[config.mk]
export PLATFORM = sky130hd
export DESIGN_NAME = splitmix64_distribution_draw
export DESIGN_NICKNAME = d
export VERILOG_FILES = /design/src/rtl/core/spmx_pkg.sv /design/src/rtl/core/splitmix64_distribution_draw.sv /design/src/rtl/core/spmx_mul.sv /design/src/rtl/core/spmx_mod.sv
export SDC_FILE = /design/constraint.sdc
export NUM_CORES = 2
export LEC_CHECK = 0
export BUFFER_PORTS_ARGS = -buffer_cell sky130_fd_sc_hd__buf_4
export CAP_MARGIN = 20
export CORE_MARGIN = 2
export CORE_UTILIZATION = 40
export DETAILED_ROUTE_END_ITERATION = 8
export GPL_ROUTABILITY_DRIVEN = 1
export PLACE_DENSITY_LB_ADDON = 0.25
export SYNTH_ARGS = -nofsm -noshare
export SYNTH_HDL_FRONTEND = slang
export SYNTH_SLANG_ARGS = --single-unit
[constraint.sdc]
create_clock -name aclk -period 8 [get_ports aclk]
set_input_delay 0.4 -clock aclk [delete_from_list [all_inputs] [get_ports aclk]]
set_output_delay 0.4 -clock aclk [all_outputs]
set_load 0.005 [all_outputs]
[src/rtl/core/spmx_pkg.sv]
`timescale 1ns / 1ps
`default_nettype none
// ----------------------------------------------------------------------------
// spmx_pkg
// Shared widths, constants and command / register codes of the splitmix64
// distribution draw block.
// ----------------------------------------------------------------------------
package spmx_pkg;

    localparam int WORD_W     = 64;
    localparam int CNT_W      = 6;    // bit counter over one 64-bit word
    localparam int VAL_W      = 32;
    localparam int DIV_W      = VAL_W + 1;  // range span reaches 2^32
    localparam int PROB_W     = 54;
    localparam int CMD_W      = 2;
    localparam int CNTL_W     = 3;    // list_count register width
    localparam int CFG_IDX_W  = 3;
    localparam int CFG_DATA_W = 64;
    localparam int S_TDATA_W  = 56;
    localparam int M_TDATA_W  = 104;

    localparam logic [WORD_W-1:0] GOLDEN_STEP = 64'h9e3779b97f4a7c15;
    localparam logic [WORD_W-1:0] MIX_MUL_A   = 64'hbf58476d1ce4e5b9;
    localparam logic [WORD_W-1:0] MIX_MUL_B   = 64'h94d049bb133111eb;
    localparam int MIX_SHIFT_A = 30;
    localparam int MIX_SHIFT_B = 27;
    localparam int MIX_SHIFT_C = 31;

    localparam logic [CMD_W-1:0] CMD_DRAW    = 2'd0;
    localparam logic [CMD_W-1:0] CMD_CHANCE  = 2'd1;
    localparam logic [CMD_W-1:0] CMD_RAW     = 2'd2;
    localparam logic [CMD_W-1:0] CMD_RESTART = 2'd3;

    localparam logic [CFG_IDX_W-1:0] REG_SEED       = 3'd0;
    localparam logic [CFG_IDX_W-1:0] REG_RANGE_LOW  = 3'd1;
    localparam logic [CFG_IDX_W-1:0] REG_RANGE_HIGH = 3'd2;
    localparam logic [CFG_IDX_W-1:0] REG_LIST_COUNT = 3'd3;
    localparam int                   REG_LIST_BASE  = 4;

    // handshake between the sequencer and a serial unit
    typedef struct packed {
        logic start;
    } unit_ctl_t;

    typedef struct packed {
        logic busy;
        logic done;
    } unit_sts_t;

endpackage

`default_nettype wire

[src/rtl/core/splitmix64_distribution_draw.sv]
`timescale 1ns / 1ps
`default_nettype none
// ----------------------------------------------------------------------------
// splitmix64_distribution_draw
// Splitmix64 generator serving restart, raw word, distribution draw and
// chance test commands, built on bit-serial multiply and remainder units.
// ----------------------------------------------------------------------------
//  channel | dir | tdata (low bit up)                  | tuser
//  s_      | in  | probability[53:0], 2 pad bits       | command[1:0]
//  m_      | out | raw_word, drawn_value, hit, 7 pad   | -
//  cfg_    | in  | cfg_wdata, index from cfg_index     | -
//
//  Work per command, accept to next accept:
//  Restart, one-value or reversed range, zero / saturated chance: no multiply.
//  Raw word and chance test: two serial multiplies.
//  Draw: the two serial multiplies, then the serial remainder unit.
//  One word in flight; s_tready is high only while the sequencer is idle.
//  A finished word waits in the output register while the next one is taken.
//  Reset is synchronous, active low; control, counter and config clear to zero.
// ----------------------------------------------------------------------------
module splitmix64_distribution_draw #(
    parameter int LIST_DEPTH     = 4,
    parameter int FRACTION_WIDTH = 53
) (
    input  wire logic                            aclk,
    input  wire logic                            aresetn,
    input  wire logic                            s_tvalid,
    output logic                                 s_tready,
    input  wire logic [spmx_pkg::S_TDATA_W-1:0]  s_tdata,   // probability
    input  wire logic [spmx_pkg::CMD_W-1:0]      s_tuser,   // command
    output logic                                 m_tvalid,
    input  wire logic                            m_tready,
    output logic [spmx_pkg::M_TDATA_W-1:0]       m_tdata,   // raw_word, drawn_value, hit
    input  wire logic                            cfg_wr_en,
    input  wire logic [spmx_pkg::CFG_IDX_W-1:0]  cfg_index,
    input  wire logic [spmx_pkg::CFG_DATA_W-1:0] cfg_wdata
);

    localparam int W       = spmx_pkg::WORD_W;
    localparam int VW      = spmx_pkg::VAL_W;
    localparam int FR_SHFT = W - FRACTION_WIDTH;
    localparam logic [W:0] PROB_ONE = (W+1)'(1) << FRACTION_WIDTH;

    localparam logic [3:0] ST_IDLE     = 4'd0;
    localparam logic [3:0] ST_MUL_A_GO = 4'd1;
    localparam logic [3:0] ST_MUL_A    = 4'd2;
    localparam logic [3:0] ST_MUL_B_GO = 4'd3;
    localparam logic [3:0] ST_MUL_B    = 4'd4;
    localparam logic [3:0] ST_POST     = 4'd5;
    localparam logic [3:0] ST_MOD      = 4'd6;
    localparam logic [3:0] ST_DONE     = 4'd7;

    // configuration
    logic [W-1:0]                    seed_reg;
    logic signed [VW-1:0]            range_low_reg;
    logic signed [VW-1:0]            range_high_reg;
    logic [spmx_pkg::CNTL_W-1:0]     list_count_reg;
    logic signed [VW-1:0]            list_reg [LIST_DEPTH];

    always_ff @(posedge aclk) begin
        if (!aresetn) begin
            seed_reg       <= '0;
            range_low_reg  <= '0;
            range_high_reg <= '0;
            list_count_reg <= '0;
            for (int i = 0; i < LIST_DEPTH; i++) begin
                list_reg[i] <= '0;
            end
        end else if (cfg_wr_en) begin
            if (cfg_index == spmx_pkg::REG_SEED) begin
                seed_reg <= cfg_wdata;
            end
            if (cfg_index == spmx_pkg::REG_RANGE_LOW) begin
                range_low_reg <= cfg_wdata[VW-1:0];
            end
            if (cfg_index == spmx_pkg::REG_RANGE_HIGH) begin
                range_high_reg <= cfg_wdata[VW-1:0];
            end
            if (cfg_index == spmx_pkg::REG_LIST_COUNT) begin
                list_count_reg <= cfg_wdata[spmx_pkg::CNTL_W-1:0];
            end
            for (int i = 0; i < LIST_DEPTH; i++) begin
                if (cfg_index == spmx_pkg::CFG_IDX_W'(spmx_pkg::REG_LIST_BASE + i)) begin
                    list_reg[i] <= cfg_wdata[VW-1:0];
                end
            end
        end
    end

    // sequencer state
    logic [3:0]                  state_reg, state_next;
    logic [W-1:0]                ctr_reg, ctr_next;
    logic [W-1:0]                word_reg, word_next;
    logic [spmx_pkg::CMD_W-1:0]  cmd_reg, cmd_next;
    logic [spmx_pkg::PROB_W-1:0] prob_reg, prob_next;
    logic [W-1:0]                res_raw_reg, res_raw_next;
    logic [VW-1:0]               res_drawn_reg, res_drawn_next;
    logic                        res_hit_reg, res_hit_next;
    logic                        m_tvalid_reg, m_tvalid_next;
    logic [spmx_pkg::M_TDATA_W-1:0] m_tdata_reg, m_tdata_next;

    spmx_pkg::unit_ctl_t         mul_ctl, mod_ctl;
    spmx_pkg::unit_sts_t         mul_sts, mod_sts;
    logic [W-1:0]                mul_a, mul_b, mul_p;
    logic [spmx_pkg::DIV_W-1:0]  mod_div, mod_rem;

    logic [spmx_pkg::CNTL_W-1:0] count_eff;
    logic                        list_mode;
    logic [spmx_pkg::DIV_W-1:0]  span;
    logic [spmx_pkg::PROB_W-1:0] prob_in;
    logic [VW-1:0]               list_pick;
    logic [W-1:0]                post_word;

    assign count_eff = (list_count_reg > spmx_pkg::CNTL_W'(LIST_DEPTH))
                     ? spmx_pkg::CNTL_W'(LIST_DEPTH) : list_count_reg;
    assign list_mode = (count_eff != '0);
    assign span      = spmx_pkg::DIV_W'({range_high_reg[VW-1], range_high_reg}
                     - {range_low_reg[VW-1], range_low_reg} + 1'b1);
    assign prob_in   = s_tdata[spmx_pkg::PROB_W-1:0];
    assign mod_div   = list_mode ? spmx_pkg::DIV_W'(count_eff) : span;
    assign post_word = mul_p ^ (mul_p >> spmx_pkg::MIX_SHIFT_C);

    always_comb begin
        list_pick = '0;
        for (int i = 0; i < LIST_DEPTH; i++) begin
            if (mod_rem == spmx_pkg::DIV_W'(i)) begin
                list_pick = list_reg[i];
            end
        end
    end

    assign s_tready = (state_reg == ST_IDLE);

    always_comb begin
        state_next     = state_reg;
        ctr_next       = ctr_reg;
        word_next      = word_reg;
        cmd_next       = cmd_reg;
        prob_next      = prob_reg;
        res_raw_next   = res_raw_reg;
        res_drawn_next = res_drawn_reg;
        res_hit_next   = res_hit_reg;
        m_tvalid_next  = m_tvalid_reg;
        m_tdata_next   = m_tdata_reg;
        mul_ctl.start  = 1'b0;
        mod_ctl.start  = 1'b0;
        mul_a          = ctr_reg ^ (ctr_reg >> spmx_pkg::MIX_SHIFT_A);
        mul_b          = spmx_pkg::MIX_MUL_A;

        if (m_tvalid_reg && m_tready) begin
            m_tvalid_next = 1'b0;
        end

        case (state_reg)
            ST_IDLE: begin
                if (s_tvalid) begin
                    cmd_next       = s_tuser;
                    prob_next      = prob_in;
                    res_raw_next   = '0;
                    res_drawn_next = '0;
                    res_hit_next   = 1'b0;
                    state_next     = ST_MUL_A_GO;
                    case (s_tuser)
                        spmx_pkg::CMD_RESTART: begin
                            ctr_next   = seed_reg;
                            state_next = ST_DONE;
                        end
                        spmx_pkg::CMD_DRAW: begin
                            // one-value or reversed range: no word taken
                            if (!list_mode && !(range_high_reg > range_low_reg)) begin
                                res_drawn_next = range_low_reg;
                                state_next     = ST_DONE;
                            end
                        end
                        spmx_pkg::CMD_CHANCE: begin
                            if (prob_in == '0) begin
                                state_next = ST_DONE;
                            end else if ((W+1)'(prob_in) >= PROB_ONE) begin
                                res_hit_next = 1'b1;
                                state_next   = ST_DONE;
                            end
                        end
                        default: ;
                    endcase
                    if (state_next == ST_MUL_A_GO) begin
                        ctr_next = ctr_reg + spmx_pkg::GOLDEN_STEP;
                    end
                end
            end
            ST_MUL_A_GO: begin
                mul_ctl.start = 1'b1;
                state_next    = ST_MUL_A;
            end
            ST_MUL_A: begin
                if (mul_sts.done) begin
                    state_next = ST_MUL_B_GO;
                end
            end
            ST_MUL_B_GO: begin
                mul_ctl.start = 1'b1;
                mul_a         = mul_p ^ (mul_p >> spmx_pkg::MIX_SHIFT_B);
                mul_b         = spmx_pkg::MIX_MUL_B;
                state_next    = ST_MUL_B;
            end
            ST_MUL_B: begin
                if (mul_sts.done) begin
                    word_next  = post_word;
                    state_next = ST_POST;
                end
            end
            ST_POST: begin
                case (cmd_reg)
                    spmx_pkg::CMD_RAW: begin
                        res_raw_next = word_reg;
                        state_next   = ST_DONE;
                    end
                    spmx_pkg::CMD_CHANCE: begin
                        res_hit_next = ((word_reg >> FR_SHFT) < W'(prob_reg));
                        state_next   = ST_DONE;
                    end
                    default: begin
                        mod_ctl.start = 1'b1;
                        state_next    = ST_MOD;
                    end
                endcase
            end
            ST_MOD: begin
                if (mod_sts.done) begin
                    if (list_mode) begin
                        res_drawn_next = list_pick;
                    end else begin
                        res_drawn_next = range_low_reg + mod_rem[VW-1:0];
                    end
                    state_next = ST_DONE;
                end
            end
            ST_DONE: begin
                if (!m_tvalid_reg || m_tready) begin
                    m_tvalid_next = 1'b1;
                    m_tdata_next  = spmx_pkg::M_TDATA_W'({res_hit_reg, res_drawn_reg,
                                                          res_raw_reg});
                    state_next    = ST_IDLE;
                end
            end
            default: state_next = ST_IDLE;
        endcase
    end

    always_ff @(posedge aclk) begin
        if (!aresetn) begin
            state_reg    <= ST_IDLE;
            ctr_reg      <= '0;
            m_tvalid_reg <= 1'b0;
        end else begin
            state_reg    <= state_next;
            ctr_reg      <= ctr_next;
            m_tvalid_reg <= m_tvalid_next;
        end
        word_reg      <= word_next;
        cmd_reg       <= cmd_next;
        prob_reg      <= prob_next;
        res_raw_reg   <= res_raw_next;
        res_drawn_reg <= res_drawn_next;
        res_hit_reg   <= res_hit_next;
        m_tdata_reg   <= m_tdata_next;
    end

    spmx_mul u_mul (
        .aclk    (aclk),
        .aresetn (aresetn),
        .ctl     (mul_ctl),
        .op_a    (mul_a),
        .op_b    (mul_b),
        .sts     (mul_sts),
        .product (mul_p)
    );

    spmx_mod u_mod (
        .aclk      (aclk),
        .aresetn   (aresetn),
        .ctl       (mod_ctl),
        .dividend  (word_reg),
        .divisor   (mod_div),
        .sts       (mod_sts),
        .remainder (mod_rem)
    );

    assign m_tvalid = m_tvalid_reg;
    assign m_tdata  = m_tdata_reg;

    // multiplier finishes only while the sequencer waits on it
    a_mul_done_state: assert property (@(posedge aclk) disable iff (!aresetn)
        mul_sts.done |-> (state_reg == ST_MUL_A || state_reg == ST_MUL_B))
        else $error("multiplier done outside a multiply wait");

    a_mod_done_state: assert property (@(posedge aclk) disable iff (!aresetn)
        mod_sts.done |-> (state_reg == ST_MOD && !mul_sts.busy))
        else $error("remainder done outside its wait");

    a_restart_load: assert property (@(posedge aclk) disable iff (!aresetn)
        (s_tvalid && s_tready && s_tuser == spmx_pkg::CMD_RESTART)
        |=> (ctr_reg == $past(seed_reg)))
        else $error("restart did not load the seed");

    a_valid_from_done: assert property (@(posedge aclk) disable iff (!aresetn)
        $rose(m_tvalid) |-> ($past(state_reg) == ST_DONE))
        else $error("output word raised outside the done state");

endmodule

`default_nettype wire

[src/rtl/core/spmx_mul.sv]
`timescale 1ns / 1ps
`default_nettype none
// ----------------------------------------------------------------------------
// spmx_mul
// Bit-serial 64x64 multiplier, low 64 bits of the product; one multiplier
// bit per cycle, done pulses in the cycle after the last bit.
// ----------------------------------------------------------------------------
module spmx_mul (
    input  wire logic                        aclk,
    input  wire logic                        aresetn,
    input  wire spmx_pkg::unit_ctl_t         ctl,
    input  wire logic [spmx_pkg::WORD_W-1:0] op_a,
    input  wire logic [spmx_pkg::WORD_W-1:0] op_b,
    output spmx_pkg::unit_sts_t              sts,
    output logic [spmx_pkg::WORD_W-1:0]      product
);

    logic                        busy_reg, busy_next;
    logic                        done_reg, done_next;
    logic [spmx_pkg::CNT_W-1:0]  cnt_reg, cnt_next;
    logic [spmx_pkg::WORD_W-1:0] a_reg, a_next;
    logic [spmx_pkg::WORD_W-1:0] b_reg, b_next;
    logic [spmx_pkg::WORD_W-1:0] acc_reg, acc_next;

    always_comb begin
        busy_next = busy_reg;
        done_next = 1'b0;
        cnt_next  = cnt_reg;
        a_next    = a_reg;
        b_next    = b_reg;
        acc_next  = acc_reg;
        if (ctl.start) begin
            busy_next = 1'b1;
            cnt_next  = '0;
            a_next    = op_a;
            b_next    = op_b;
            acc_next  = '0;
        end else if (busy_reg) begin
            if (b_reg[0]) begin
                acc_next = acc_reg + a_reg;
            end
            a_next   = a_reg << 1;
            b_next   = b_reg >> 1;
            cnt_next = cnt_reg + 1'b1;
            if (cnt_reg == '1) begin
                busy_next = 1'b0;
                done_next = 1'b1;
            end
        end
    end

    always_ff @(posedge aclk) begin
        if (!aresetn) begin
            busy_reg <= 1'b0;
            done_reg <= 1'b0;
            cnt_reg  <= '0;
        end else begin
            busy_reg <= busy_next;
            done_reg <= done_next;
            cnt_reg  <= cnt_next;
        end
        a_reg   <= a_next;
        b_reg   <= b_next;
        acc_reg <= acc_next;
    end

    assign sts.busy = busy_reg;
    assign sts.done = done_reg;
    assign product  = acc_reg;

endmodule

`default_nettype wire

[src/rtl/core/spmx_mod.sv]
`timescale 1ns / 1ps
`default_nettype none
// ----------------------------------------------------------------------------
// spmx_mod
// Bit-serial restoring remainder of a 64-bit word by a divisor of up to
// 33 bits; one dividend bit per cycle. Divisor must be nonzero.
// ----------------------------------------------------------------------------
module spmx_mod (
    input  wire logic                        aclk,
    input  wire logic                        aresetn,
    input  wire spmx_pkg::unit_ctl_t         ctl,
    input  wire logic [spmx_pkg::WORD_W-1:0] dividend,
    input  wire logic [spmx_pkg::DIV_W-1:0]  divisor,
    output spmx_pkg::unit_sts_t              sts,
    output logic [spmx_pkg::DIV_W-1:0]       remainder
);

    logic                        busy_reg, busy_next;
    logic                        done_reg, done_next;
    logic [spmx_pkg::CNT_W-1:0]  cnt_reg, cnt_next;
    logic [spmx_pkg::WORD_W-1:0] dvd_reg, dvd_next;
    logic [spmx_pkg::DIV_W-1:0]  div_reg, div_next;
    logic [spmx_pkg::DIV_W-1:0]  rem_reg, rem_next;
    logic [spmx_pkg::DIV_W:0]    trial;

    always_comb begin
        busy_next = busy_reg;
        done_next = 1'b0;
        cnt_next  = cnt_reg;
        dvd_next  = dvd_reg;
        div_next  = div_reg;
        rem_next  = rem_reg;
        trial     = {rem_reg, dvd_reg[spmx_pkg::WORD_W-1]};
        if (ctl.start) begin
            busy_next = 1'b1;
            cnt_next  = '0;
            dvd_next  = dividend;
            div_next  = divisor;
            rem_next  = '0;
        end else if (busy_reg) begin
            // partial remainder stays below the divisor, so one subtract
            if (trial >= {1'b0, div_reg}) begin
                rem_next = spmx_pkg::DIV_W'(trial - {1'b0, div_reg});
            end else begin
                rem_next = trial[spmx_pkg::DIV_W-1:0];
            end
            dvd_next = dvd_reg << 1;
            cnt_next = cnt_reg + 1'b1;
            if (cnt_reg == '1) begin
                busy_next = 1'b0;
                done_next = 1'b1;
            end
        end
    end

    always_ff @(posedge aclk) begin
        if (!aresetn) begin
            busy_reg <= 1'b0;
            done_reg <= 1'b0;
            cnt_reg  <= '0;
        end else begin
            busy_reg <= busy_next;
            done_reg <= done_next;
            cnt_reg  <= cnt_next;
        end
        dvd_reg <= dvd_next;
        div_reg <= div_next;
        rem_reg <= rem_next;
    end

    assign sts.busy  = busy_reg;
    assign sts.done  = done_reg;
    assign remainder = rem_reg;

endmodule

`default_nettype wire

==> metrics.cfg <==
[run_status]
status=completed

[logic_synthesis]
syn-cell-area_sq_um=50500
synthSimpleGateAreaFrac_pct=16.0
synth_edf_count=667
synth.distinct_cells=101
ys_seq_area_share_pct=52.0
yosys-mux-area-fraction_pct=2.24
synthAdderAreaFrac_pct=6.94
synth_top_cell_by_area=edfxtp_1
synthTopCellsByArea=edfxtp_1, dfxtp_1, ha_1, nand2_1, a21oi_1
avgSynthCellArea_sq_um=10.0
synth_warnings=0
ys.flop_type=edfxtp_1
synth_top_family_by_area=simple AND/OR/NAND/NOR gates
async_flop_share_pct=0
synth_xor_area_share_pct=4.23
synth-compound-area-share_pct=14.8
synth_seq_cells=979
syn_inst=5039
synth_top_area_share_pct=39.6

[cts]
cts_tree=done
cts.clk_slew.worst_paths_ns=0.06
clock-sinks=979
numCtsBuffers=108
cts_max_path_buffers=3
cts_resized=0
htreeDepth=3
root_buffer=clkbuf_16
insertion_delay_ns=0.76
cts_setup_buffers=0

[placement]
io_buffers=226
dp_cells=6700
hpwl_um=105000
placed_area_sq_um=53800
place_congestion=0.909

[critical_path]
crit-reg2reg-launch=range_low_reg[27]
path_buf_inv=2
crit_slowest_cell=nor2_4
reg2regPathDepth=13
crit_family=simple AND/OR/NAND/NOR gates
cp_num_cells=13
startpoint_type=flip-flop
path_cells=inv_1 -> ha_1 -> nand4_1 -> nor2_1 -> a21boi_0 -> a211oi_1 -> a31oi_1 -> nor2_1 -> nor2_4 -> buf_4 -> nand2_1 -> o221ai_1 -> a21oi_1
critPathMaxStageDelay_ns=0.70
path_common_cell=nor2_1
critical_path_arrival_ns=5.05
path_class=reg2reg
startpoint=range_low_reg[27]
worst-path-max-fanout=32
worstPathRequired_ns=8.61
end_kind=flip-flop

[layout]
drive_gt1_share_pct=11.0
final_util_pct=46.9
layoutNonFillerInstCount=7025
largest_reg_flops=128
area_growth_pct=16.5
antenna_cells=0
fin_area_sq_um=58900
fin_nets=5678

[sta]
setup_viol=0
period_needed_ns=4.44
tightest_slew_ns=1.06
setup_tns_ns=0
fmaxAchievable_mhz=225
rsz0062_at_grt=no
max_slew_margin_pct=29.3
drv_slew=0
finalClockSkew_ns=0.0638
fin_crit_sh_pct=55.5
report.final.hold_viol_count=0

[drt]
ant_nets=0
vias=38800
wl_per_cell_um=21.5
wl_um=151000
drc=0
drtIter0Drc=3596
dr.pass1.iters=5
viasPerCell=5.52

[die]
core_sq_um=126000
die-area_sq_um=129000
ios=236
dieWidth_um=359
placementRows=130
die_h_um=359
initial_core_util_pct=40.2

[hold_path]
hold_depth=3
worstHoldPathType=in2reg
hp-start=cfg_wdata[19]

[global_route]
antenna_found_initial=4
grt_pass1_wl_um=227000
grt_pass1_vias=36900
grt.total_usage_pct=22.7
grt-ovfl-total=0
grt_max_degree=94

[pwr]
vdd_drop_max_uv=170
p_leak_nw=23.0
p_per_area_nw_per_um2=348

[run]
maxCapViolCount=0

-- worst min-delay path, cell delays in order --
cell	delay, ns
buf_4	0.18
nand2_1	0.08
a21oi_1	0.05
-- cells in the mapped netlist, types with 20 or more instances --
cell type  number
xnor2_1       115
o22ai_1        38
dfxtp_1       312
ha_1          250
mux4_2         32
nand3_1        50
or3_1          20
or2_2          29
o21bai_1       21
inv_1         227
nor3_1         65
a21o_1        104
a21oi_1       497
xor2_1        129
nor2b_1        45
a211oi_1       32
clkbuf_1      236
edfxtp_1      667
and3_1         25
and2_1        210
nand2_1       829
mux2i_1        39
nor2_1        320
nor4_1         35
o21ai_0       237
a31oi_1        37
nand4_1        62
a22o_1         24
nand2b_1       33
o21a_1         25
-- metrics by stage --
stage	total power [W]	hold WS, ns	setup WS (ns)
after floorplan	0.0129	0.400	2.11
after global placement	0.0149	0.402	3.64
after detailed placement	0.0150	0.405	3.58
after CTS	0.0205	0.000798	3.58
after global routing	0.0217	0.0424	3.27
final	0.0205	0.0539	3.56
-- routing by layer --
layer  vias up  GRT usage, %  share of wire (%)
li1      18400             -                  -
met1     18800          33.3                 46
met2      1291          34.7                 44
met5         -             0             0.0079
met4         2          7.26                2.7
met3       229          3.26                7.1
-- area by class of cell --
type                       instances  area, sq um
fill                           11700        66700
timing repair buffer             394         3290
sequential                       979        26300
clock buffer                     140         3100
multi-input combinational       3568        22500
tap                             1650         2060
inverter                         228          866
clock inverter                    66          773
-- layout by cell type, fill, tap and decap left out, types with 28 or more instances in the layout --
master	instances
nor2b_1	45
a211oi_1	32
ha_1	250
dlygate4sd3_1	118
or2_2	28
nand4_1	62
o22ai_1	38
mux2i_1	39
a21oi_1	497
and2_1	208
o21ai_0	234
xor2_1	129
nor4_1	35
inv_1	224
nor2_1	315
clkbuf_16	116
a31oi_1	37
mux4_2	32
edfxtp_1	667
a21o_1	103
xnor2_1	115
dfxtp_1	309
nand2_1	826
nand2b_1	33
nor3_1	61
buf_4	274
nand3_1	50
-- path summary, 6_finish.rpt --
kind,end,slack (ns)
worst min register to register,m_tdata[57],0.41
worst min-delay path,seed_reg[19],0.05
worst max-delay path,ctr_reg[56],3.56
worst max register to register,ctr_reg[56],3.56
-- power by group --
| group | internal (W) | leakage [nW] | switching, W | total, W |
|---|---|---|---|---|
| logic | 0.00274 | 12.3 | 0.00438 | 0.00712 |
| clock network | 0.00313 | 1.89 | 0.00222 | 0.00534 |
| registers | 0.00689 | 8.80 | 0.00113 | 0.00803 |
| total | 0.0128 | 23.0 | 0.00773 | 0.0205 |
-- logic make-up (layout without fill, tap and decap cells) --
kind of cell | Yosys count | count (layout)
and+or+nand+nor | 1764 | 1764
buffers and inverters | 498 | 828
muxes | 73 | 73
xor gates and xnor gates | 244 | 244
adders and majority gates | 269 | 269
AOI/OAI and AO/OA | 1211 | 1211
other | 1 | 7
DFF | 979 | 979
-- what timing repair did --
| item | in CTS | in global routing |
|---|---|---|
| hold endpoints to repair | 203 | 0 |
| setup endpoints to repair | 0 | 0 |
| hold buffers | 118 | 0 |
No activity file was read; power rests on OpenSTA's default activity.
